<file path="src/sv/tea_pkg.sv">
package tea_pkg;

    localparam int NUM_SENSORS = 8;
    localparam int SENSOR_AW   = (NUM_SENSORS > 1) ? $clog2(NUM_SENSORS) : 1;

    localparam int ID_W    = 3;
    localparam int TEMP_W  = 16;
    localparam int TIME_W  = 32;
    localparam int HOLD_W  = 20;
    localparam int IVL_W   = 16;
    localparam int COUNT_W = 8;
    localparam int BOUND_W = IVL_W + COUNT_W + 1;

    localparam logic [COUNT_W-1:0] COUNT_SAT = '1;

    localparam int QUEUE_DEPTH = 2;
    localparam int QUEUE_AW    = $clog2(QUEUE_DEPTH);
    localparam int QUEUE_CW    = $clog2(QUEUE_DEPTH + 1);

    localparam int PADDR_W = 4;
    localparam int PDATA_W = 32;

    localparam logic [1:0] REG_CUTOFF    = 2'd0;
    localparam logic [1:0] REG_INTERVAL  = 2'd1;
    localparam logic [1:0] REG_COUNT_MAX = 2'd2;

    localparam logic signed [TEMP_W-1:0] CUTOFF_RESET    = -16'sd5000;
    localparam logic [IVL_W-1:0]         INTERVAL_RESET  = 16'd3600;
    localparam logic [COUNT_W-1:0]       COUNT_MAX_RESET = 8'd3;

    typedef struct packed {
        logic [ID_W-1:0]          sensor_index;
        logic signed [TEMP_W-1:0] temperature;
        logic [TIME_W-1:0]        now_secs;
        logic signed [TEMP_W-1:0] cold_limit;
        logic signed [TEMP_W-1:0] hot_limit;
        logic [HOLD_W-1:0]        cold_hold_secs;
        logic [HOLD_W-1:0]        hot_hold_secs;
    } sample_t;

    typedef struct packed {
        logic [ID_W-1:0]    sensor_id_out;
        logic               alarm_fired;
        logic               alarm_active;
        logic               is_disconnected;
        logic               connection_changed;
        logic [TIME_W-1:0]  elapsed_secs;
        logic [COUNT_W-1:0] alarms_raised;
    } result_t;

    typedef struct packed {
        logic [ID_W-1:0]   sensor_index;
        logic              id_valid;
        logic              below_cutoff;
        logic              in_band;
        logic [HOLD_W-1:0] hold_secs;
        logic [TIME_W-1:0] now_secs;
    } cmd_t;

    typedef struct packed {
        logic [IVL_W-1:0]   repeat_gap;
        logic [COUNT_W-1:0] repeat_limit;
    } back_cfg_t;

endpackage

</file>
<file path="src/sv/tea_front.sv">
module tea_front (
    input  tea_pkg::sample_t                  sample,
    input  logic signed [tea_pkg::TEMP_W-1:0] cutoff_temperature,
    output tea_pkg::cmd_t                     cmd
);

    logic at_or_below_cold;
    logic at_or_above_hot;

    always_comb
    begin
        at_or_below_cold = (sample.temperature <= sample.cold_limit);
        at_or_above_hot  = (sample.temperature >= sample.hot_limit);

        cmd.sensor_index = sample.sensor_index;
        cmd.id_valid     = (32'(sample.sensor_index) < tea_pkg::NUM_SENSORS);
        cmd.below_cutoff = (sample.temperature < cutoff_temperature);
        cmd.in_band      = !at_or_below_cold && !at_or_above_hot;
        cmd.hold_secs    = at_or_below_cold ? sample.cold_hold_secs : sample.hot_hold_secs;
        cmd.now_secs     = sample.now_secs;
    end

endmodule

</file>
<file path="src/sv/tea_queue.sv">
module tea_queue (
    input  logic          clk,
    input  logic          rst_n,
    input  logic          push,
    input  tea_pkg::cmd_t push_data,
    output logic          full,
    input  logic          pop,
    output logic          pop_valid,
    output tea_pkg::cmd_t pop_data
);

    tea_pkg::cmd_t                 entry_reg [tea_pkg::QUEUE_DEPTH];
    logic [tea_pkg::QUEUE_AW-1:0]  wr_ptr_reg, wr_ptr_next;
    logic [tea_pkg::QUEUE_AW-1:0]  rd_ptr_reg, rd_ptr_next;
    logic [tea_pkg::QUEUE_CW-1:0]  count_reg, count_next;
    logic                          do_push;
    logic                          do_pop;

    assign full      = (count_reg == tea_pkg::QUEUE_CW'(tea_pkg::QUEUE_DEPTH));
    assign pop_valid = (count_reg != '0);
    assign pop_data  = entry_reg[rd_ptr_reg];
    assign do_push   = push && !full;
    assign do_pop    = pop && pop_valid;

    always_comb
    begin
        wr_ptr_next = wr_ptr_reg;
        rd_ptr_next = rd_ptr_reg;
        count_next  = count_reg;
        if (do_push)
        begin
            wr_ptr_next = (32'(wr_ptr_reg) == tea_pkg::QUEUE_DEPTH - 1) ? '0 : wr_ptr_reg + 1'b1;
        end
        if (do_pop)
        begin
            rd_ptr_next = (32'(rd_ptr_reg) == tea_pkg::QUEUE_DEPTH - 1) ? '0 : rd_ptr_reg + 1'b1;
        end
        if (do_push && !do_pop)
        begin
            count_next = count_reg + 1'b1;
        end
        else if (do_pop && !do_push)
        begin
            count_next = count_reg - 1'b1;
        end
    end

    always_ff @(posedge clk or negedge rst_n)
    begin
        if (!rst_n)
        begin
            wr_ptr_reg <= '0;
            rd_ptr_reg <= '0;
            count_reg  <= '0;
        end
        else
        begin
            wr_ptr_reg <= wr_ptr_next;
            rd_ptr_reg <= rd_ptr_next;
            count_reg  <= count_next;
        end
    end

    always_ff @(posedge clk)
    begin
        if (do_push)
        begin
            entry_reg[wr_ptr_reg] <= push_data;
        end
    end

endmodule

</file>
<file path="src/sv/tea_back.sv">
module tea_back (
    input  logic               clk,
    input  logic               rst_n,
    input  tea_pkg::back_cfg_t cfg,
    input  logic               cmd_valid,
    input  tea_pkg::cmd_t      cmd,
    output logic               cmd_pop,
    output logic               result_valid,
    input  logic               result_stall,
    output tea_pkg::result_t   result
);

    logic [tea_pkg::NUM_SENSORS-1:0] disc_reg;
    logic [tea_pkg::NUM_SENSORS-1:0] alarm_reg;
    logic [tea_pkg::NUM_SENSORS-1:0] started_reg;
    logic [tea_pkg::TIME_W-1:0]      start_reg [tea_pkg::NUM_SENSORS];
    logic [tea_pkg::COUNT_W-1:0]     count_reg [tea_pkg::NUM_SENSORS];

    logic                            res_valid_reg;
    tea_pkg::result_t                res_reg;

    logic [tea_pkg::SENSOR_AW-1:0]   idx;
    logic                            disc_cur;
    logic                            alarm_cur;
    logic                            started_cur;
    logic [tea_pkg::TIME_W-1:0]      start_cur;
    logic [tea_pkg::COUNT_W-1:0]     count_cur;

    logic                            disc_next;
    logic                            alarm_next;
    logic                            started_next;
    logic                            start_load;
    logic [tea_pkg::COUNT_W-1:0]     count_next;
    logic [tea_pkg::TIME_W-1:0]      elapsed;
    logic [tea_pkg::BOUND_W-1:0]     bound;
    logic                            fired;
    logic                            changed;
    tea_pkg::result_t                res_next;

    assign cmd_pop      = cmd_valid && (!res_valid_reg || !result_stall);
    assign result_valid = res_valid_reg;
    assign result       = res_reg;

    assign idx         = tea_pkg::SENSOR_AW'(cmd.sensor_index);
    assign disc_cur    = disc_reg[idx];
    assign alarm_cur   = alarm_reg[idx];
    assign started_cur = started_reg[idx];
    assign start_cur   = start_reg[idx];
    assign count_cur   = count_reg[idx];

    always_comb
    begin
        disc_next    = disc_cur;
        alarm_next   = alarm_cur;
        started_next = started_cur;
        start_load   = 1'b0;
        count_next   = count_cur;
        elapsed      = '0;
        fired        = 1'b0;
        changed      = 1'b0;
        bound        = tea_pkg::BOUND_W'(cfg.repeat_gap) * tea_pkg::BOUND_W'(count_cur)
                     + tea_pkg::BOUND_W'(cmd.hold_secs);

        if (cmd.below_cutoff)
        begin
            if (!disc_cur)
            begin
                disc_next    = 1'b1;
                changed      = 1'b1;
                alarm_next   = 1'b0;
                started_next = 1'b0;
                count_next   = '0;
            end
        end
        else
        begin
            disc_next = 1'b0;
            changed   = disc_cur;
            if (cmd.in_band)
            begin
                alarm_next   = 1'b0;
                started_next = 1'b0;
                count_next   = '0;
            end
            else
            begin
                if (!started_cur)
                begin
                    started_next = 1'b1;
                    start_load   = 1'b1;
                end
                else
                begin
                    elapsed = cmd.now_secs - start_cur;
                end
                if (alarm_cur)
                begin
                    fired = (elapsed > tea_pkg::TIME_W'(bound))
                         && (count_cur <= cfg.repeat_limit);
                end
                else
                begin
                    fired = (elapsed > tea_pkg::TIME_W'(cmd.hold_secs));
                end
                if (fired)
                begin
                    alarm_next = 1'b1;
                    if (count_cur != tea_pkg::COUNT_SAT)
                    begin
                        count_next = count_cur + 1'b1;
                    end
                end
            end
        end

        res_next = '0;
        res_next.sensor_id_out = cmd.sensor_index;
        if (cmd.id_valid)
        begin
            res_next.alarm_fired        = fired;
            res_next.alarm_active       = alarm_next;
            res_next.is_disconnected    = disc_next;
            res_next.connection_changed = changed;
            res_next.elapsed_secs       = elapsed;
            res_next.alarms_raised      = count_next;
        end
    end

    always_ff @(posedge clk or negedge rst_n)
    begin
        if (!rst_n)
        begin
            res_valid_reg <= 1'b0;
            disc_reg      <= '0;
            alarm_reg     <= '0;
            started_reg   <= '0;
            for (int i = 0; i < tea_pkg::NUM_SENSORS; i++)
            begin
                count_reg[i] <= '0;
            end
        end
        else
        begin
            if (cmd_pop)
            begin
                res_valid_reg <= 1'b1;
            end
            else if (!result_stall)
            begin
                res_valid_reg <= 1'b0;
            end
            if (cmd_pop && cmd.id_valid)
            begin
                disc_reg[idx]    <= disc_next;
                alarm_reg[idx]   <= alarm_next;
                started_reg[idx] <= started_next;
                count_reg[idx]   <= count_next;
            end
        end
    end

    always_ff @(posedge clk)
    begin
        if (cmd_pop)
        begin
            res_reg <= res_next;
        end
        if (cmd_pop && cmd.id_valid && start_load)
        begin
            start_reg[idx] <= cmd.now_secs;
        end
    end

endmodule

</file>
<file path="src/sv/temperature_excursion_alarm_core.sv">
// Temperature excursion alarm core.
// Sample channel: one request per sensor sample (sample_valid / sample_stall,
// payload sample). The core keeps disconnect, alarm, timer and count state for
// each sensor and answers every request with exactly one result on the result
// channel (result_valid / result_stall, payload result), in request order.
// An accepted request is written into the queue, then popped into the result
// register, which raises result_valid. Throughput: one request per cycle while
// result_stall is low; a two-entry queue sits between the classifying front
// end and the state update, a read-modify-write of the per-sensor registers,
// so samples of the same sensor may follow each other in consecutive cycles.
// While a valid result is stalled the result register holds; the queue takes
// requests until both entries are full, then sample_stall rises.
// Reset: all sensor state clears to connected, no alarm, no excursion, count
// zero; cutoff temperature = -5000, repeat gap = 3600 s, repeat limit = 3.
// Registers at APB byte addresses 0, 4 and 8; write them only while no
// request is in flight.
module temperature_excursion_alarm_core (
    input  logic                         clk,
    input  logic                         rst_n,
    input  logic                         sample_valid,
    output logic                         sample_stall,
    input  tea_pkg::sample_t             sample,
    output logic                         result_valid,
    input  logic                         result_stall,
    output tea_pkg::result_t             result,
    input  logic                         psel,
    input  logic                         penable,
    input  logic                         pwrite,
    input  logic [tea_pkg::PADDR_W-1:0]  paddr,
    input  logic [tea_pkg::PDATA_W-1:0]  pwdata,
    output logic [tea_pkg::PDATA_W-1:0]  prdata,
    output logic                         pready
);

    logic signed [tea_pkg::TEMP_W-1:0] cutoff_reg;
    logic [tea_pkg::IVL_W-1:0]         interval_reg;
    logic [tea_pkg::COUNT_W-1:0]       count_max_reg;
    logic [1:0]                        reg_sel;
    logic                              cfg_write;

    tea_pkg::cmd_t                     front_cmd;
    tea_pkg::cmd_t                     queue_cmd;
    logic                              queue_full;
    logic                              queue_valid;
    logic                              queue_pop;
    tea_pkg::back_cfg_t                back_cfg;

    assign pready    = 1'b1;
    assign reg_sel   = paddr[3:2];
    assign cfg_write = psel && penable && pwrite && pready;

    always_comb
    begin
        case (reg_sel)
            tea_pkg::REG_CUTOFF:    prdata = tea_pkg::PDATA_W'($unsigned(cutoff_reg));
            tea_pkg::REG_INTERVAL:  prdata = tea_pkg::PDATA_W'(interval_reg);
            tea_pkg::REG_COUNT_MAX: prdata = tea_pkg::PDATA_W'(count_max_reg);
            default:                prdata = '0;
        endcase
    end

    always_ff @(posedge clk or negedge rst_n)
    begin
        if (!rst_n)
        begin
            cutoff_reg    <= tea_pkg::CUTOFF_RESET;
            interval_reg  <= tea_pkg::INTERVAL_RESET;
            count_max_reg <= tea_pkg::COUNT_MAX_RESET;
        end
        else if (cfg_write)
        begin
            case (reg_sel)
                tea_pkg::REG_CUTOFF:    cutoff_reg    <= pwdata[tea_pkg::TEMP_W-1:0];
                tea_pkg::REG_INTERVAL:  interval_reg  <= pwdata[tea_pkg::IVL_W-1:0];
                tea_pkg::REG_COUNT_MAX: count_max_reg <= pwdata[tea_pkg::COUNT_W-1:0];
                default:                ;
            endcase
        end
    end

    assign sample_stall          = queue_full;
    assign back_cfg.repeat_gap   = interval_reg;
    assign back_cfg.repeat_limit = count_max_reg;

    tea_front u_front (
        .sample             (sample),
        .cutoff_temperature (cutoff_reg),
        .cmd                (front_cmd)
    );

    tea_queue u_queue (
        .clk       (clk),
        .rst_n     (rst_n),
        .push      (sample_valid),
        .push_data (front_cmd),
        .full      (queue_full),
        .pop       (queue_pop),
        .pop_valid (queue_valid),
        .pop_data  (queue_cmd)
    );

    tea_back u_back (
        .clk          (clk),
        .rst_n        (rst_n),
        .cfg          (back_cfg),
        .cmd_valid    (queue_valid),
        .cmd          (queue_cmd),
        .cmd_pop      (queue_pop),
        .result_valid (result_valid),
        .result_stall (result_stall),
        .result       (result)
    );

endmodule

</file>
<file path="config.mk">
export PLATFORM = sky130hd
export DESIGN_NAME = temperature_excursion_alarm_core
export DESIGN_NICKNAME = d
export VERILOG_FILES = /design/src/sv/tea_pkg.sv /design/src/sv/tea_front.sv /design/src/sv/tea_queue.sv /design/src/sv/tea_back.sv /design/src/sv/temperature_excursion_alarm_core.sv
export SDC_FILE = /design/constraint.sdc
export NUM_CORES = 1
export LEC_CHECK = 0
export BUFFER_PORTS_ARGS = -buffer_cell sky130_fd_sc_hd__clkbuf_2
export CORE_ASPECT_RATIO = 2
export CORE_MARGIN = 10
export CORE_UTILIZATION = 36
export DETAILED_ROUTE_END_ITERATION = 8
export GPL_TIMING_DRIVEN = 0
export PLACE_DENSITY_LB_ADDON = 0.2
export SLEW_MARGIN = 30
export SYNTH_ARGS = -nofsm -noshare
export SYNTH_HDL_FRONTEND = slang
export SYNTH_SLANG_ARGS = --single-unit
</file>
<file path="constraint.sdc">
create_clock -name clk -period 8.05 [get_ports clk]
set_clock_uncertainty 0.05 [all_clocks]
set_input_delay 1.2075 -clock clk [delete_from_list [all_inputs] [get_ports clk]]
set_output_delay 1.2075 -clock clk [all_outputs]
set_load 0.02 [all_outputs]
</file>
=== Yosys cells after proc, flatten, opt, wreduce, memory -nomap -nowiden ===
Memory sizes are Yosys's and may differ from the RTL's.
Index checks and enable logic that the tools add are counted.

* Input port bits: 166
* Memory bits (writable): 370
* Output and inout port bits: 82
* Logic and storage cells: 133
* Flip-flop bits (word level): 180
* Memories kept: 2
* Latch bits: 0
* Memory bits (read-only): 0

* Muxes and demuxes: 53
* Divide/modulo/power cells: 0
* Multipliers: 1
* $lt $le $gt $ge: 10
* Add/subtract/negate cells: 7
* Eq/ne operators: 5
* Reduce and logical (&&, ||, !) cells: 28
* Shift-type cells: 0
* Bitwise logic cells: 2

{| class="wikitable"
|+ Memories
! memory !! words !! bits a word !! rd ports !! clocked after Yosys merged registers in !! wr ports !! RTL line !! RTL
|-
| u_back.start_reg || 8 || 32 || 1 || 0 || 1 || tea_back.sv:16 || <nowiki>logic [tea_pkg::TIME_W-1:0] start_reg [tea_pkg::NUM_SENSORS];</nowiki>
|-
| u_queue.entry_reg || 2 || 57 || 1 || 0 || 1 || tea_queue.sv:12 || <nowiki>tea_pkg::cmd_t entry_reg [tea_pkg::QUEUE_DEPTH];</nowiki>
|}

{| class="wikitable"
|+ Operators by type and width
! operator !! number
|-
| 32-bit 2-to-1 mux || 3
|-
| 64-bit bitwise mux || 1
|-
| 8-bit 2-to-1 mux || 8
|-
| 16-bit case mux with 3 select lines || 1
|-
| 32-bit by 20-bit > comparator with 1-bit output || 1
|-
| 32-bit by 25-bit > comparator with 1-bit output || 1
|-
| 32-bit subtractor || 1
|-
| 1-bit 2-to-1 mux || 28
|-
| 24-bit by 20-bit adder with 25-bit output || 1
|-
| 8-bit binary-select mux with 3-bit select || 1
|-
| 8-bit bitwise mux || 3
|-
| 8-bit demux with 3-bit select || 1
|-
| 16-bit by 8-bit multiplier with 24-bit output || 1
|-
| 20-bit 2-to-1 mux || 1
|-
| 16-bit >= comparator || 1
|-
| 16-bit <= comparator || 1
|-
| 16-bit < comparator || 1
|-
| 1-bit logical AND || 12
|-
| 1-bit binary-select mux with 3-bit select || 3
|-
| 8-bit by 1-bit adder with 8-bit output, second input constant || 1
|-
| 8-bit <= comparator || 1
|-
| 8-bit inequality test, second input constant || 1
|-
| 1-bit logical NOT || 7
|-
| 2-bit AND reduction || 3
|-
| 19 further kinds || 23
|}

=== Depth between registers and ports, before layout ===
Gate-level depths: netlist of run 1.
An unclocked memory read counts as a cell.

* Word-level depth: 16
* Depth in mapped cells: 45
* Mapped depth without buffers: 42

=== By module ===
Synthesis of run 1 repeated with hierarchy kept, for this count alone.

* Cells, all modules: 2531
* Area, all modules: 31172.4 um^2

{| class="wikitable"
|+ By module, submodules not included
! module !! sequential area each (um^2) !! area an instance (um^2) !! cells each !! times used
|-
| tea_back || 11325.9 || 22990.8 || 1954 || 1
|-
| tea_queue || 3583.4 || 4429.2 || 200 || 1
|-
| temperature_excursion_alarm_core || 1019.7 || 2014.4 || 152 || 1
|-
| tea_front || 0.0 || 1737.9 || 225 || 1
|}

=== Worst setup path before layout of run 1 ===
No wires, ideal clock.

* Path type: flip-flop to flip-flop
* From: register u_queue.rd_ptr_reg
* To: register u_back.res_reg (netlist bit u_back.result[4]), data pin
* Cell stages (with the launch flop): 40
* Buffers on the path: 3
* Setup time: 0.271 ns
* Clock period less this slack: 8.926 ns
* Data required time: 7.729 ns
* Arrival: 8.604 ns
* Setup slack: -0.876 ns
* Cells stage by stage: dfrtp_1 -> buf_4 -> mux2i_2 -> inv_2 -> mux2i_1 -> a32o_1 -> a221oi_1 -> clkbuf_1 -> clkbuf_1 -> nand2_1 -> fa_1 -> fa_1 -> inv_1 -> fa_1 -> inv_1 -> fa_1 -> inv_1 -> ha_1 -> [... 4 more ...] -> o21a_1 -> o31a_1 -> o211a_1 -> o31a_1 -> o21ai_0 -> nand2b_1 -> xnor2_1 -> ha_1 -> nand4_1 -> nor4_1 -> o31ai_1 -> a21oi_1 -> o2bb2ai_1 -> a31o_2 -> nor2b_1 -> o21ai_1 -> a21oi_1 -> nor2_1

* Word-level cells in the longest chain between the ends: 15
* Elaborated cells on any way between the ends: 32
* Classes of those cells: 3 x add/sub; 1 x mul; 3 x order compare; 1 x eq/ne; 20 x mux; 1 x bitwise; 1 x reduce/logical; 2 x memory

{| class="wikitable"
|+ Ends and longest elaborated chain
! item !! RTL line !! RTL
|-
| start, declared || tea_queue.sv:14 || <nowiki>logic [tea_pkg::QUEUE_AW-1:0] rd_ptr_reg, rd_ptr_next;</nowiki>
|-
| start signal, assigned || tea_queue.sv:59 || <nowiki>rd_ptr_reg <= rd_ptr_next;</nowiki>
|-
| memory 2 x 57 bit * || - ||
|-
| 3-bit NOT with 4-bit output (not written as such) || tea_back.sv:49 || <nowiki>assign count_cur = count_reg[idx];</nowiki>
|-
| 8-bit binary-select mux with 3-bit select || tea_back.sv:49 ||
|-
| 8-bit 2-to-1 mux (not written as such) (2 in a row) || tea_back.sv:49 ||
|-
| 16-bit by 8-bit multiplier with 24-bit output || tea_back.sv:61 || <nowiki>bound = tea_pkg::BOUND_W'(cfg.repeat_gap) * tea_pkg::BOUND_W'(count_cur)</nowiki>
|-
| 24-bit by 20-bit adder with 25-bit output || tea_back.sv:62 || <nowiki>+ tea_pkg::BOUND_W'(cmd.hold_secs);</nowiki>
|-
| 32-bit by 25-bit > comparator with 1-bit output || tea_back.sv:98 || <nowiki>fired = (elapsed > tea_pkg::TIME_W'(bound))</nowiki>
|-
| 1-bit logical AND || tea_back.sv:99 || <nowiki>&& (count_cur <= cfg.repeat_limit);</nowiki>
|-
| 1-bit 2-to-1 mux || tea_back.sv:96 || <nowiki>if (alarm_cur)</nowiki>
|-
| 1-bit 2-to-1 mux || tea_back.sv:79 || <nowiki>if (cmd.in_band)</nowiki>
|-
| 1-bit 2-to-1 mux || tea_back.sv:64 || <nowiki>if (cmd.below_cutoff)</nowiki>
|-
| 8-bit 2-to-1 mux || tea_back.sv:105 || <nowiki>if (fired)</nowiki>
|-
| 8-bit 2-to-1 mux || tea_back.sv:79 ||
|-
| 8-bit 2-to-1 mux * || tea_back.sv:64 ||
|-
| named net u_back.count_next (one bit) || tea_back.sv:33 || <nowiki>logic [tea_pkg::COUNT_W-1:0] count_next;</nowiki>
|-
| end signal, assigned || tea_back.sv:166 || <nowiki>res_reg <= res_next;</nowiki>
|-
| end, declared || tea_back.sv:20 || <nowiki>tea_pkg::result_t res_reg;</nowiki>
|}

Mark *: on every way through the listed nets, which the timed path passes. The rest lies on a longest branch. The select of a mux whose other input is x is not followed.
A chain may end at the register's enable or synchronous reset.

=== Worst setup path after layout of run 1 ===
* From: register u_queue.rd_ptr_reg
* To: register u_back.count_reg[26] (netlist bit)

* Word-level cells in the longest chain between the ends: 16
* Elaborated cells on any way between the ends: 38
* Classes of those cells: 3 x add/sub; 1 x mul; 5 x order compare; 1 x eq/ne; 23 x mux; 1 x bitwise; 2 x reduce/logical; 2 x memory

{| class="wikitable"
|+ Ends and longest elaborated chain
! item !! RTL line !! RTL
|-
| memory 2 x 57 bit * || - ||
|-
| 3-bit NOT with 4-bit output (not written as such) || tea_back.sv:49 ||
|-
| 8-bit binary-select mux with 3-bit select || tea_back.sv:49 ||
|-
| 8-bit 2-to-1 mux (not written as such) (2 in a row) || tea_back.sv:49 ||
|-
| 16-bit by 8-bit multiplier with 24-bit output || tea_back.sv:61 ||
|-
| 24-bit by 20-bit adder with 25-bit output || tea_back.sv:62 ||
|-
| 32-bit by 25-bit > comparator with 1-bit output || tea_back.sv:98 ||
|-
| 1-bit logical AND || tea_back.sv:99 ||
|-
| 1-bit 2-to-1 mux || tea_back.sv:96 ||
|-
| 1-bit 2-to-1 mux || tea_back.sv:79 ||
|-
| 1-bit 2-to-1 mux || tea_back.sv:64 ||
|-
| 8-bit 2-to-1 mux || tea_back.sv:105 ||
|-
| 8-bit 2-to-1 mux || tea_back.sv:79 ||
|-
| 8-bit 2-to-1 mux * || tea_back.sv:64 ||
|-
| named net u_back.count_next (one bit) || tea_back.sv:33 ||
|-
| 64-bit bitwise mux * || tea_back.sv:157 || <nowiki>count_reg[idx] <= count_next;</nowiki>
|-
| end signal, assigned by index || tea_back.sv:157 ||
|-
| end, declared || tea_back.sv:17 || <nowiki>logic [tea_pkg::COUNT_W-1:0] count_reg [tea_pkg::NUM_SENSORS];</nowiki>
|}

Marks and branches as above.

==> summary.txt, run 1 <==
Yosys
  – Mapped Cells: 2531
  – Avg Inst Size Synth: 12.0 um^2
  – Most common cell in the netlist: edfxtp_1
  – Async S/R FF share, synth: 24.2%
  – #FFs+latches synth: 550
  – Post-synthesis sequential area ratio: 52.3%
  – EDFF count, synth: 417
  – Area share of the largest cell type after synthesis: 41.3%
  – Count of different cell masters after synthesis: 77
  – Syn Std Cell Area: 0.0303 mm^2
  – Synth area leader: edfxtp_1
  – Top cells by area, synth: edfxtp_1, dfrtp_1, ha_1, fa_1, mux2_2
  – Commonest cells in the netlist: edfxtp_1, inv_1, nand2_1, ha_1, nor2_1
  – Synthesis Warnings: 0
  – Primary FF master, synth: edfxtp_1

STA
  – RSZ-0062 raised after global routing: true
  – Setup_tns: -65.97 ns
  – Slew HR: 28.5%
  – Worst-Margin Slew: 1.07 ns
  – Final setup viols: 73
  – Slew Viols, Final: 0
  – Final cycle utilization of the critical path: 113%
  – Min Tclk post-route: 9.06 ns
  – Final Hold Vio Count: 0
  – Max frequency: 110 MHz
  – Worst setup margin: -1.01 ns

Final layout
  – Footprint of the multi-input gates: 0.0142 mm^2
  – Fin cells: 4031
  – Fillers: 7709
  – Area growth syn-to-layout: 23.6%
  – Final Core Density: 44.8%
  – Storage cell area: 0.0159 mm^2
  – Layout cell share with drive strength beyond 1: 26.0%
  – Layout net count: 3375
  – Max reg flops: 256

Run
  – # Max-Cap Violations: 0

Floorplan
  – Core area: 0.0837 mm^2
  – Initial cell density of the core: 36.2%
  – DIE WIDTH: 225 um
  – Die height: 431 um
  – Ports: 248
  – Rows: 150
  – Die ar.: 0.0970 mm^2

Detailed routing
  – Avg WL per Cell: 25.2 um
  – Met2 Wirelength: 54700 um
  – Uppermost routed layer: met4
  – DR vias/cell: 5.40
  – DRT Wirelength: 102000 um
  – Post-DRT Antenna Nets: 0
  – DRT iter0 DRCs: 1420
  – Via count: 21800
  – WL met1: 35100 um
  – DRC: 0
  – Wire length on met3: 5180 um
  – DRT Pass-1 Iters: 5

Clock network
  – Clk slew on worst S/H paths: 0.07 ns
  – Root Driver: clkbuf_16
  – Clock sink count: 550
  – CTS tree: yes
  – Total CTS buffers: 50
  – Htree depth: 2
  – Worst-Skew Late Latency: 0.66 ns
  – CTS max path bufs: 3
  – Hold buffer count at cts: 0

Critical path
  – Reg2reg path depth: 38
  – Crit path capture type: register
  – Worst path required time: 8.54 ns
  – Data arrival, critical path: 9.56 ns
  – Worst R2R Start: u_queue.rd_ptr_reg
  – Slowest stage delay, CP: 0.55 ns
  – Largest delay contributor family on the critical path: compound AO/OA/AOI/OAI gates
  – Most common cell on crit path: fa_1
  – CP Class: reg -> reg
  – CP Max Fanout: 10
  – Buffers plus inverters on the worst setup path: 8
  – R2R Path End: u_back.count_reg[26]
  – Reg-to-reg slack, setup: -1.01 ns
  – Startpoint type of the worst setup path: register
  – Cell with the largest stage delay on the worst path: fa_1

Placement
  – RD Place Congestion: 0.916
  – DP HPWL: 77700 um
  – IO buf count: 212
  – Placed Cells: 3845
  – Post-place setup slack: -2.76 ns

Status
  – Failing checks: negative setup slack
  – Status: finished with violations

Hold path
  – Hold path depth: 2
  – Hold Path Sink: u_back.count_reg[27]
  – Hold path start: u_back.count_reg[27]
  – Min-Delay Path Class: reg -> reg

Global routing
  – First-pass GRT wire length: 149000 um
  – Initial antenna violation count: 5
  – Largest net degree at the start of global routing: 72
  – GRT overflow: 0
  – Vias in the first global route: 23400
  – GRT Total Usage: 20.6%
==> final cells by class <==
cell class | instances | area share (%)
Sequential cell | 550 | 42.3
Multi-Input combinational cell | 1646 | 38.0
Timing Repair Buffer | 324 | 7.02
Tap cell | 1064 | 3.55
Clock buffer | 57 | 3.43
Inverter | 244 | 2.55
Buffer | 107 | 2.14
Clock inverter | 37 | 1.00
Antenna cell | 2 | 0.0133
==> layout by cell type, fill, tap and decap left out, types with 82 or more instances in the layout <==
cell type	instances
a22oi_1	88
clkbuf_2	232
dfrtp_1	118
edfxtp_1	417
fa_1	100
ha_1	172
inv_1	224
mux2_2	82
nand2_1	207
nor2_1	151
o21ai_0	87
==> routing by layer <==
metal | global-route usage, % | up-vias
li1 | - | 9863
met1 | 21.2 | 10800
met2 | 39.0 | 806
met3 | 2.60 | 260
met4 | 12.0 | 0
met5 | 0 | -
==> cell families after synthesis <==
family,count (synthesis),synth area share [%]
simple gates,628,9.68
flops,550,52.3
fa+ha+maj,286,14.4
xor+xnor,51,1.50
mux,168,6.40
compound gates,492,11.1
buf+inv,354,4.64
other cells,2,0.0248
==> worst min-delay path: stages (launching register included) <==
cell     delay (ns)
dfrtp_1        0.35
nand2_1        0.06
o21ai_2        0.05
==> worst max path at each step <==
stage / from / end / cells past startpoint
finish: u_queue.rd_ptr_reg / u_back.count_reg[26] / 38
global route: u_queue.rd_ptr_reg / u_back.count_reg[58] / 38
CTS: u_queue.rd_ptr_reg / u_back.count_reg[26] / 39
detailed placement: u_queue.rd_ptr_reg / u_back.count_reg[59] / 37
global placement: u_queue.rd_ptr_reg / u_back.result[3] / 35
floorplan: u_queue.rd_ptr_reg / u_back.count_reg[26] / 42
==> metrics by stage <==
| step | cell area (um^2) | hold WS (ns) |
|---|---|---|
| 2_1_floorplan | 30700 | 0.398 |
| 3_3_place_gp | 33100 | 0.412 |
| 3_5_place_dp | 33800 | 0.423 |
| 4_1_cts | 37300 | 0.430 |
| 5_1_grt | 37500 | 0.467 |
| 6_report | 37500 | 0.441 |
==> timing repair <==
item,in CTS,in global routing
hold endpoints to repair,0,0
cloned,8,1
setup buffers,84,4
resized for setup,221,55
setup endpoints to repair,82,81
pin swaps,60,33
Power of run 1 is left out: the tool's default activity adds up to more than one toggle a clock period on the data nets, which glitch-free logic cannot reach.
==> run 2: changes to the inputs <==
--- a/config.mk
+++ b/config.mk
@@ -6,13 +6,16 @@
 export NUM_CORES = 1
 export LEC_CHECK = 0
 export BUFFER_PORTS_ARGS = -buffer_cell sky130_fd_sc_hd__clkbuf_2
+export CELL_PAD_IN_SITES_DETAIL_PLACEMENT = 1
+export CELL_PAD_IN_SITES_GLOBAL_PLACEMENT = 1
 export CORE_ASPECT_RATIO = 2
 export CORE_MARGIN = 10
 export CORE_UTILIZATION = 36
 export DETAILED_ROUTE_END_ITERATION = 8
 export GPL_TIMING_DRIVEN = 0
-export PLACE_DENSITY_LB_ADDON = 0.2
+export PLACE_DENSITY_LB_ADDON = 0.1
 export SLEW_MARGIN = 30
 export SYNTH_ARGS = -nofsm -noshare
 export SYNTH_HDL_FRONTEND = slang
 export SYNTH_SLANG_ARGS = --single-unit
+export TNS_END_PERCENT = 100
==> summary.txt, run 2 (synthesized netlist as in run 1, its figures left out) <==
Clock network
  – Clock sink count: 550
  – Clk slew on worst S/H paths: 0.07 ns
  – Total CTS buffers: 52
  – CTS max path bufs: 3
  – CTS tree: yes
  – Worst-Skew Late Latency: 0.65 ns
  – Hold buffer count at cts: 0
  – Root Driver: clkbuf_16
  – Htree depth: 2

Critical path
  – CP Max Fanout: 10
  – Startpoint type of the worst setup path: register
  – CP Class: reg -> reg
  – Data arrival, critical path: 9.61 ns
  – Critical path origin: u_queue.rd_ptr_reg
  – Worst R2R Start: u_queue.rd_ptr_reg
  – Worst path required time: 8.53 ns
  – Reg2reg path depth: 31
  – Crit path capture type: register
  – Cell with the largest stage delay on the worst path: a21oi_1
  – Slowest stage delay, CP: 0.68 ns

Detailed routing
  – DRT iter0 DRCs: 1206
  – WL met1: 38000 um
  – DR vias/cell: 5.41
  – DRC: 0
  – Post-DRT Antenna Nets: 0
  – DRT Wirelength: 109000 um
  – DRT Pass-1 Iters: 7
  – Via count: 21700
  – Avg WL per Cell: 27.2 um
  – Uppermost routed layer: met4
  – Wire length on met3: 4310 um
  – Met2 Wirelength: 60500 um

Status
  – Failing checks: negative setup slack
  – Status: finished with violations

Placement
  – RD Place Congestion: 0.892
  – IO buf count: 212
  – Cell Area, Placed: 0.0338 mm^2
  – DP HPWL: 85500 um

Floorplan
  – DIE WIDTH: 225 um
  – Core area: 0.0837 mm^2
  – Initial cell density of the core: 36.2%
  – Ports: 248
  – Die ar.: 0.0970 mm^2
  – Rows: 150
  – Die height: 431 um

Run
  – # Max-Cap Violations: 0

Global routing
  – Vias in the first global route: 24400
  – First-pass GRT wire length: 161000 um
  – GRT overflow: 0
  – Initial antenna violation count: 0
  – Largest net degree at the start of global routing: 71
  – GRT Total Usage: 22.5%

STA
  – Worst-Margin Slew: 1.04 ns
  – Final setup viols: 82
  – Max frequency: 110 MHz
  – Worst setup margin: -1.08 ns
  – Final Hold Vio Count: 0
  – RSZ-0062 raised after global routing: true
  – Min Tclk post-route: 9.13 ns
  – Slew Viols, Final: 0
  – Final cycle utilization of the critical path: 113%
  – Slew HR: 30.8%
  – Setup_tns: -76.94 ns

Final layout
  – Max reg flops: 256
  – Fillers: 8875
  – Final Core Density: 43.9%
  – Commonest non-fill, non-tap cell in the layout: edfxtp_1
  – Layout net count: 3346
  – Final instance area: 0.0367 mm^2
  – Layout cell share with drive strength beyond 1: 23.5%
  – Most frequent cells in the layout: edfxtp_1, clkbuf_2, inv_1, nand2_1, ha_1
  – Area growth syn-to-layout: 21.0%

Hold path
  – Hold path depth: 2
  – Min-Delay Path Class: reg -> reg
  – Hold path start: u_back.count_reg[52]
## run 2: critical path, delay by kind of cell (launching register included)
| kind | cells | cell delay, ns |
|---|---|---|
| AO/OA/AOI/OAI | 15 | 4.10 |
| XOR/XNOR | 1 | 0.36 |
| adder cells (fa/ha/maj) | 2 | 0.62 |
| buffers and inverters | 5 | 1.48 |
| flip-flops | 1 | 0.37 |
| multiplexers | 2 | 0.49 |
| AND/OR/NAND/NOR | 6 | 1.51 |
## run 2: final timing paths
kind | end | slack (ns)
setup reg to reg | u_back.count_reg[18] | -1.08
hold reg to reg | u_back.count_reg[52] | 0.43
min in group asynchronous | u_back.count_reg[51] | 0.52
setup / recovery | u_back.count_reg[18] | -1.08
hold / removal | u_back.count_reg[52] | 0.43
max in group asynchronous | cutoff_reg[10] | 6.59
## run 2: metrics by stage
step	hold slack, ns	worst slack [ns]	instances
final	0.431	-1.08	4002
after detailed placement	0.418	-3.08	3847
after global routing	0.460	-1.38	4001
after floorplan	0.398	-0.0704	2546
after global placement	0.412	-3.53	3822
after CTS	0.435	-1.21	3996
## run 2: layer usage
layer  vias up  GRT usage, %
li1       9805             -
met1     11100          22.6
met2       559          43.7
met3       220          3.03
met4         0          11.7
met5         -             0
## run 2: what timing repair did
item / CTS / global route
buffers inserted: 51 / 6
setup endpoints to repair: 84 / 82
pin swaps: 43 / 42
gates cloned: 2 / 0
gates resized for setup: 127 / 19
## run 2: area by class of cell
class / instances / area, um^2 / share of cell area (%)
inverter: 244 / 956 / 2.60
clock buffer: 63 / 1370 / 3.74
sequential: 550 / 15900 / 43.2
clock inverter: 34 / 344 / 0.937
antenna: 1 / 2.50 / 0.00682
tap: 1064 / 1330 / 3.63
timing repair buffer: 294 / 2270 / 6.18
multi-input combinational: 1643 / 13800 / 37.6
buffer: 109 / 774 / 2.11
Power of run 2 is left out for the same reason.
